--- src/hw/rtl/pdeque_pkg.sv ---
// Shared types and constants for the positional deque.
// Holds the request and response transaction structs, the action and
// status codes and the control bundle that drives the cell chain.
package pdeque_pkg;

	localparam int CAPACITY   = 16;
	localparam int DATA_WIDTH = 32;
	localparam int IDX_W      = $clog2(CAPACITY);
	localparam int CNT_W      = $clog2(CAPACITY + 1);

	// Action codes carried in the request.
	localparam logic [2:0] ACT_PUSH_BACK  = 3'd0;
	localparam logic [2:0] ACT_PUSH_FRONT = 3'd1;
	localparam logic [2:0] ACT_POP_BACK   = 3'd2;
	localparam logic [2:0] ACT_POP_FRONT  = 3'd3;
	localparam logic [2:0] ACT_INSERT     = 3'd4;
	localparam logic [2:0] ACT_DELETE     = 3'd5;

	// Status codes carried in the response.
	localparam logic [1:0] ST_OK    = 2'd0;
	localparam logic [1:0] ST_RANGE = 2'd1;
	localparam logic [1:0] ST_FULL  = 2'd2;
	localparam logic [1:0] ST_EMPTY = 2'd3;

	typedef logic signed [DATA_WIDTH-1:0] word_t;

	typedef struct packed {
		logic [2:0]         action;
		logic [4:0]         position;
		logic signed [31:0] value;
	} req_t;

	typedef struct packed {
		logic [1:0]         status;
		logic signed [31:0] removed_value;
		logic [4:0]         length;
		logic               is_empty;
	} rsp_t;

	// Shift command broadcast to every cell.
	typedef struct packed {
		logic             ins;
		logic             del;
		logic [IDX_W-1:0] idx;
		word_t            word;
	} cell_ctl_t;

	// Decoded request from the control unit.
	typedef struct packed {
		cell_ctl_t        ctl;
		logic [1:0]       status;
		logic [CNT_W-1:0] count_nxt;
	} pd_dec_t;

endpackage

--- src/hw/rtl/pdeque_cell.sv ---
// One storage cell of the deque chain.
// Depends on pdeque_pkg for the word type and the shift command bundle.
module pdeque_cell (
	input  logic                        clk,
	input  logic [pdeque_pkg::IDX_W-1:0] cell_id,
	input  pdeque_pkg::cell_ctl_t       ctl,
	input  pdeque_pkg::word_t           left_word,
	input  pdeque_pkg::word_t           right_word,
	output pdeque_pkg::word_t           word_q
);
	import pdeque_pkg::*;

	word_t word_nxt;

	// An insert takes the new word at the target cell and shifts cells behind it
	// one place toward the back; a delete pulls cells at or behind the target forward.
	always_comb begin
		word_nxt = word_q;
		if (ctl.ins) begin
			if (cell_id == ctl.idx) begin
				word_nxt = ctl.word;
			end else if (cell_id > ctl.idx) begin
				word_nxt = left_word;
			end
		end else if (ctl.del) begin
			if (cell_id >= ctl.idx) begin
				word_nxt = right_word;
			end
		end
	end

	always_ff @(posedge clk) begin
		word_q <= word_nxt;
	end

endmodule

--- src/hw/rtl/pdeque_ctrl.sv ---
// Request decoder for the positional deque.
// Checks a request against the current count and issues the cell shift command.
// Depends on pdeque_pkg.
module pdeque_ctrl (
	input  pdeque_pkg::req_t                   req,
	input  logic [pdeque_pkg::CNT_W-1:0]       count_q,
	output pdeque_pkg::pd_dec_t                dec
);
	import pdeque_pkg::*;

	logic             full;
	logic             empty;
	logic             pos_ok;
	logic [4:0]       pos_m1;
	logic [CNT_W-1:0] last;

	assign full   = 32'(count_q) >= 32'(CAPACITY);
	assign empty  = count_q == '0;
	assign pos_ok = (req.position != 5'd0) && (32'(req.position) <= 32'(count_q));
	assign pos_m1 = req.position - 5'd1;
	assign last   = count_q - CNT_W'(1);

	// Decide the outcome and the shift for each action.
	always_comb begin
		dec           = '0;
		dec.ctl.word  = DATA_WIDTH'(req.value);
		dec.status    = ST_OK;
		dec.count_nxt = count_q;
		unique case (req.action)
			ACT_PUSH_BACK, ACT_PUSH_FRONT: begin
				if (full) begin
					dec.status = ST_FULL;
				end else begin
					dec.ctl.ins   = 1'b1;
					dec.ctl.idx   = (req.action == ACT_PUSH_BACK) ? count_q[IDX_W-1:0] : '0;
					dec.count_nxt = count_q + CNT_W'(1);
				end
			end
			ACT_POP_BACK, ACT_POP_FRONT: begin
				if (empty) begin
					dec.status = ST_EMPTY;
				end else begin
					dec.ctl.del   = 1'b1;
					dec.ctl.idx   = (req.action == ACT_POP_BACK) ? last[IDX_W-1:0] : '0;
					dec.count_nxt = last;
				end
			end
			ACT_INSERT: begin
				if (!pos_ok) begin
					dec.status = ST_RANGE;
				end else if (full) begin
					dec.status = ST_FULL;
				end else begin
					dec.ctl.ins   = 1'b1;
					dec.ctl.idx   = pos_m1[IDX_W-1:0];
					dec.count_nxt = count_q + CNT_W'(1);
				end
			end
			ACT_DELETE: begin
				if (!pos_ok) begin
					dec.status = ST_RANGE;
				end else begin
					dec.ctl.del   = 1'b1;
					dec.ctl.idx   = pos_m1[IDX_W-1:0];
					dec.count_nxt = last;
				end
			end
			default: begin
				dec.status = ST_OK;
			end
		endcase
	end

endmodule

--- src/hw/rtl/positional_deque_top.sv ---
// Top level of the positional deque: decoder, cell chain and response register.
// Depends on pdeque_pkg, pdeque_ctrl and pdeque_cell.
//
// The deque keeps up to CAPACITY signed words in a chain of cells, cell 0
// being the front. Every request transaction gives exactly one response
// transaction, registered on acceptance. All cells decide their shift in the
// same cycle from a compare of their own index with the target index, so a
// new request is taken every cycle; the only limit is the single response
// register, which holds the request side off while its response is stalled.
// No clearing pass follows reset; only the count and the response valid flag reset.
module positional_deque_top (
	input  logic             clk,
	input  logic             arst_n,
	input  logic             req_valid,
	output logic             req_stall,
	input  pdeque_pkg::req_t req,
	output logic             rsp_valid,
	input  logic             rsp_stall,
	output pdeque_pkg::rsp_t rsp
);
	import pdeque_pkg::*;

	logic             accept;
	logic [CNT_W-1:0] count_q;
	pd_dec_t          dec;
	cell_ctl_t        ctl;
	word_t            words [CAPACITY];
	word_t            rd_word;
	logic             rsp_valid_q;
	rsp_t             rsp_q;

	assign req_stall = rsp_valid_q & rsp_stall;
	assign accept    = req_valid & ~req_stall;

	pdeque_ctrl u_ctrl (
		.req     (req),
		.count_q (count_q),
		.dec     (dec)
	);

	// Shift command only takes effect on an accepted transaction.
	always_comb begin
		ctl     = dec.ctl;
		ctl.ins = dec.ctl.ins & accept;
		ctl.del = dec.ctl.del & accept;
	end

	// Chain of cells, each linked to its neighbors.
	for (genvar i = 0; i < CAPACITY; i++) begin : g_cell
		word_t left_word;
		word_t right_word;
		if (i == 0) begin : g_first
			assign left_word = '0;
		end else begin : g_left
			assign left_word = words[i-1];
		end
		if (i == CAPACITY - 1) begin : g_last
			assign right_word = '0;
		end else begin : g_right
			assign right_word = words[i+1];
		end
		pdeque_cell u_cell (
			.clk        (clk),
			.cell_id    (IDX_W'(i)),
			.ctl        (ctl),
			.left_word  (left_word),
			.right_word (right_word),
			.word_q     (words[i])
		);
	end

	// Word leaving the chain on a pop or delete.
	assign rd_word = words[dec.ctl.idx];

	// Word count.
	always_ff @(posedge clk or negedge arst_n) begin
		if (!arst_n) begin
			count_q <= '0;
		end else if (accept) begin
			count_q <= dec.count_nxt;
		end
	end

	// Response register and its valid flag.
	always_ff @(posedge clk or negedge arst_n) begin
		if (!arst_n) begin
			rsp_valid_q <= 1'b0;
		end else if (accept) begin
			rsp_valid_q <= 1'b1;
		end else if (!rsp_stall) begin
			rsp_valid_q <= 1'b0;
		end
	end

	always_ff @(posedge clk) begin
		if (accept) begin
			rsp_q.status        <= dec.status;
			rsp_q.removed_value <= dec.ctl.del ? 32'(rd_word) : 32'sd0;
			rsp_q.length        <= 5'(dec.count_nxt);
			rsp_q.is_empty      <= dec.count_nxt == '0;
		end
	end

	assign rsp_valid = rsp_valid_q;
	assign rsp       = rsp_q;

endmodule

--- config.mk ---
export PLATFORM = sky130hd
export DESIGN_NAME = positional_deque_top
export DESIGN_NICKNAME = d
export VERILOG_FILES = /design/src/hw/rtl/pdeque_pkg.sv /design/src/hw/rtl/pdeque_cell.sv /design/src/hw/rtl/pdeque_ctrl.sv /design/src/hw/rtl/positional_deque_top.sv
export SDC_FILE = /design/constraint.sdc
export NUM_CORES = 2
export LEC_CHECK = 0
export BUFFER_PORTS_ARGS = -buffer_cell sky130_fd_sc_hd__buf_2
export CORE_MARGIN = 2
export CORE_UTILIZATION = 60
export CTS_BUF_LIST = sky130_fd_sc_hd__clkbuf_2
export CTS_CLUSTER_DIAMETER = 120
export DETAILED_ROUTE_END_ITERATION = 8
export GPL_TIMING_DRIVEN = 0
export PLACE_DENSITY = 0.77
export RECOVER_POWER = 50
export SLEW_MARGIN = 5
export SYNTH_ARGS = -nofsm -noshare
export SYNTH_HDL_FRONTEND = slang
export SYNTH_HIERARCHICAL = 1
export SYNTH_SLANG_ARGS = --single-unit
--- constraint.sdc ---
create_clock -name clk -period 17.1 [get_ports clk]
set_clock_uncertainty 0.15 [all_clocks]
set_input_delay 3.42 -clock clk [delete_from_list [all_inputs] [get_ports clk]]
set_output_delay 3.42 -clock clk [all_outputs]
set_load 0.02 [all_outputs]
==> reports/qor.yml <==
timing.fmax_mhz: 115
crit_chain: "buf_2 -> and2_0 -> nor2b_1 -> clkbuf_1 -> and2_0 -> clkbuf_1 -> nor2_1 -> a31oi_1 -> buf_12"
cp_num_buf_inv: 4
cap_viol_max_count: 2
hpwl_mm: 80.0
fin_crit_ps: 8720
route.detailed.wl_per_inst_um: 23.5
clkLatencyLatePin_ps: 1410
synth_adder_area_share: 0.0263
post-route-period-util: 0.510
async_flop_share: 0.0108
first_iter_violations: 3461
hold_buffers: 0
synth_ff_type: "edfxtp_1"
fin_nets: 3642
synth_edf_count: 552
dr.pass1.iters: 6
path_class: "in -> reg"
die_x_um: 244
violations: "max-capacitance violations, max-slew violations"
clk_path_buf_depth: 3
max_slew_margin: -0.953
route.detailed.drc: 0
synthMuxAreaShare: 0.223
io_pins: 86
wl_mm: 104
ir_drop_mv: 0.0744
yosysSeqAreaShare: 0.482
critical_path_arrival_ps: 9640
synth_compound_area_frac: 0.122
syn_avg_cell_area_um2: 10.9
clk_pin_slew_ps: 90
crit_fanout: 47
syn2layout_area_growth_pct: 10.7
worst_pin_slew_ps: 2930
synth_xor_area_frac: 0.000757
grt_antenna_before_repair: 3
row_count: 88
synth_cells: 3171
worstSetupEndpointType: "flip-flop"
grt_pass1_vias: 26500
fin_area_um2: 38400
gr-usage-all-layers: 0.345
io_buffers: 52
min_path_type: "reg -> reg"
setup_tns_ps: 0
ys_types: 55
synth-simple-area-share: 0.0862
ys.warnings.count: 6
max_stage_delay_ps: 2080
final_cell_mix: "769 x mux2i_1, 552 x edfxtp_1, 537 x nor2_1"
slew_violations: 81
status: "complete, but fails checks"
start_util: 0.604
viasPerCell: 6.13
hold_ws_ps: 413
postLayoutCoreUtil: 0.669
synth-seq-cells: 558
layout_commonest_cell: "mux2i_1"
grt_setup_unrepaired: "no"
cpMaxStageDelayCell: "clkbuf_1"
globalRouteOverflowTotal: 0
setup_ws_ps: 8380
root_buffer: "clkbuf_2"
setup_viol: 0
power_density_nw_per_um2: 128
cp.required_ps: 18020
die_h_um: 244
ant_nets: 0
synth_top_family_by_area: "multiplexers"
cts_resized: 0
place_congestion: 0.917
nFillCells: 4665
pre_cts_ws_ps: 9120
grt_max_degree: 48
p_leak_nw: 17.1
critPathLaunchType: "primary input"
coreArea_um2: 57500
htreeDepth: 4
vias: 27100
grt_pass1_wl_mm: 155
cts_sinks: 558
drive_gt1_frac: 0.120
placed_area_um2: 37200
cpLargestDelayFamily: "buffers and inverters"
numCtsBuffers: 154
syn_area_um2: 34700
cts_tree: "done"
finalHoldViolations: 0
post_cts_buffers: 0
die-area_um2: 59800
power by group:
| part | internal [mW] | switching (mW) | leakage (nW) |
|---|---|---|---|
| registers | 1.82 | 0.164 | 5.15 |
| logic | 0.726 | 1.22 | 10.9 |
| clock network | 0.408 | 0.588 | 1.08 |
| total | 2.95 | 1.97 | 17.1 |
worst paths after layout:
path	startpoint	endpoint	slack, ps	cells after the start
min in group asynchronous	arst_n	count_q[1]	1760	1
hold reg to reg	count_q[4]	count_q[4]	410	1
max in group asynchronous	arst_n	rsp_valid	14770	1
setup / recovery	rsp_stall	g_cell[6].u_cell/word_q[17]	8380	9
setup reg to reg	rsp_valid	g_cell[6].u_cell/word_q[17]	10160	8
hold / removal	count_q[4]	count_q[4]	410	1
synthesized netlist by cell type (all sizes together) (3+ instances only):
cell type / number / area [um2]
nand2b: 6 / 37.5
mux2: 5 / 56.3
nor3: 4 / 25.0
a31oi: 17 / 106
a21oi: 537 / 2700
o21ai: 8 / 40.0
clkbuf: 67 / 255
nand4: 17 / 347
edfxtp: 552 / 16600
o22ai: 33 / 213
ha: 73 / 913
o211ai: 16 / 120
a22oi: 128 / 961
inv: 72 / 270
dfrtp: 6 / 150
a221oi: 3 / 32.5
and3: 3 / 23.8
nor2b: 22 / 138
nor2: 538 / 2020
buf: 192 / 1510
mux2i: 769 / 7700
or3: 3 / 18.8
and2: 4 / 25.0
nand2: 73 / 277
layout make-up:
type | count | area, um2 | share of cell area
inverters | 72 | 270 | 0.00703
clock buffers | 236 | 1180 | 0.0307
multi-input cells | 2408 | 16600 | 0.433
well taps | 765 | 957 | 0.0249
clock inverters | 39 | 230 | 0.00599
flip-flops and latches | 558 | 16700 | 0.435
diodes | 7 | 17.5 | 0.000456
plain buffers | 259 | 1750 | 0.0454
repair buffers | 72 | 677 | 0.0176
through the flow:
step / cells / power [mW]
after floorplan: 3297 / 3.27
after global placement: 4114 / 3.78
after detailed placement: 4134 / 3.91
after CTS: 4409 / 4.90
after global routing: 4413 / 5.15
final: 4416 / 4.92
logic make-up after synthesis:
kind of cell,after synthesis
other cells,2
xor+xnor,3
simple gates,679
compound gates,751
buf+inv,331
fa+ha+maj,73
mux,774
flops,558
sequential cells by signal, summed over array words and instances, names as in the netlist:
| register | flops |
|---|---|
| g_cell.u_cell/word_q | 512 |
| count_q | 5 |
| rsp | 40 |
| rsp_valid | 1 |
per-layer routing:
metal / wire [um] / GRT usage / up-vias
met5: 0 / 0 / -
met4: 3650 / 0.132 / 0
met3: 9820 / 0.0642 / 238
met2: 47800 / 0.551 / 1556
met1: 42600 / 0.470 / 12800
li1: - / - / 12400
Power figures use the tool's default switching activity.
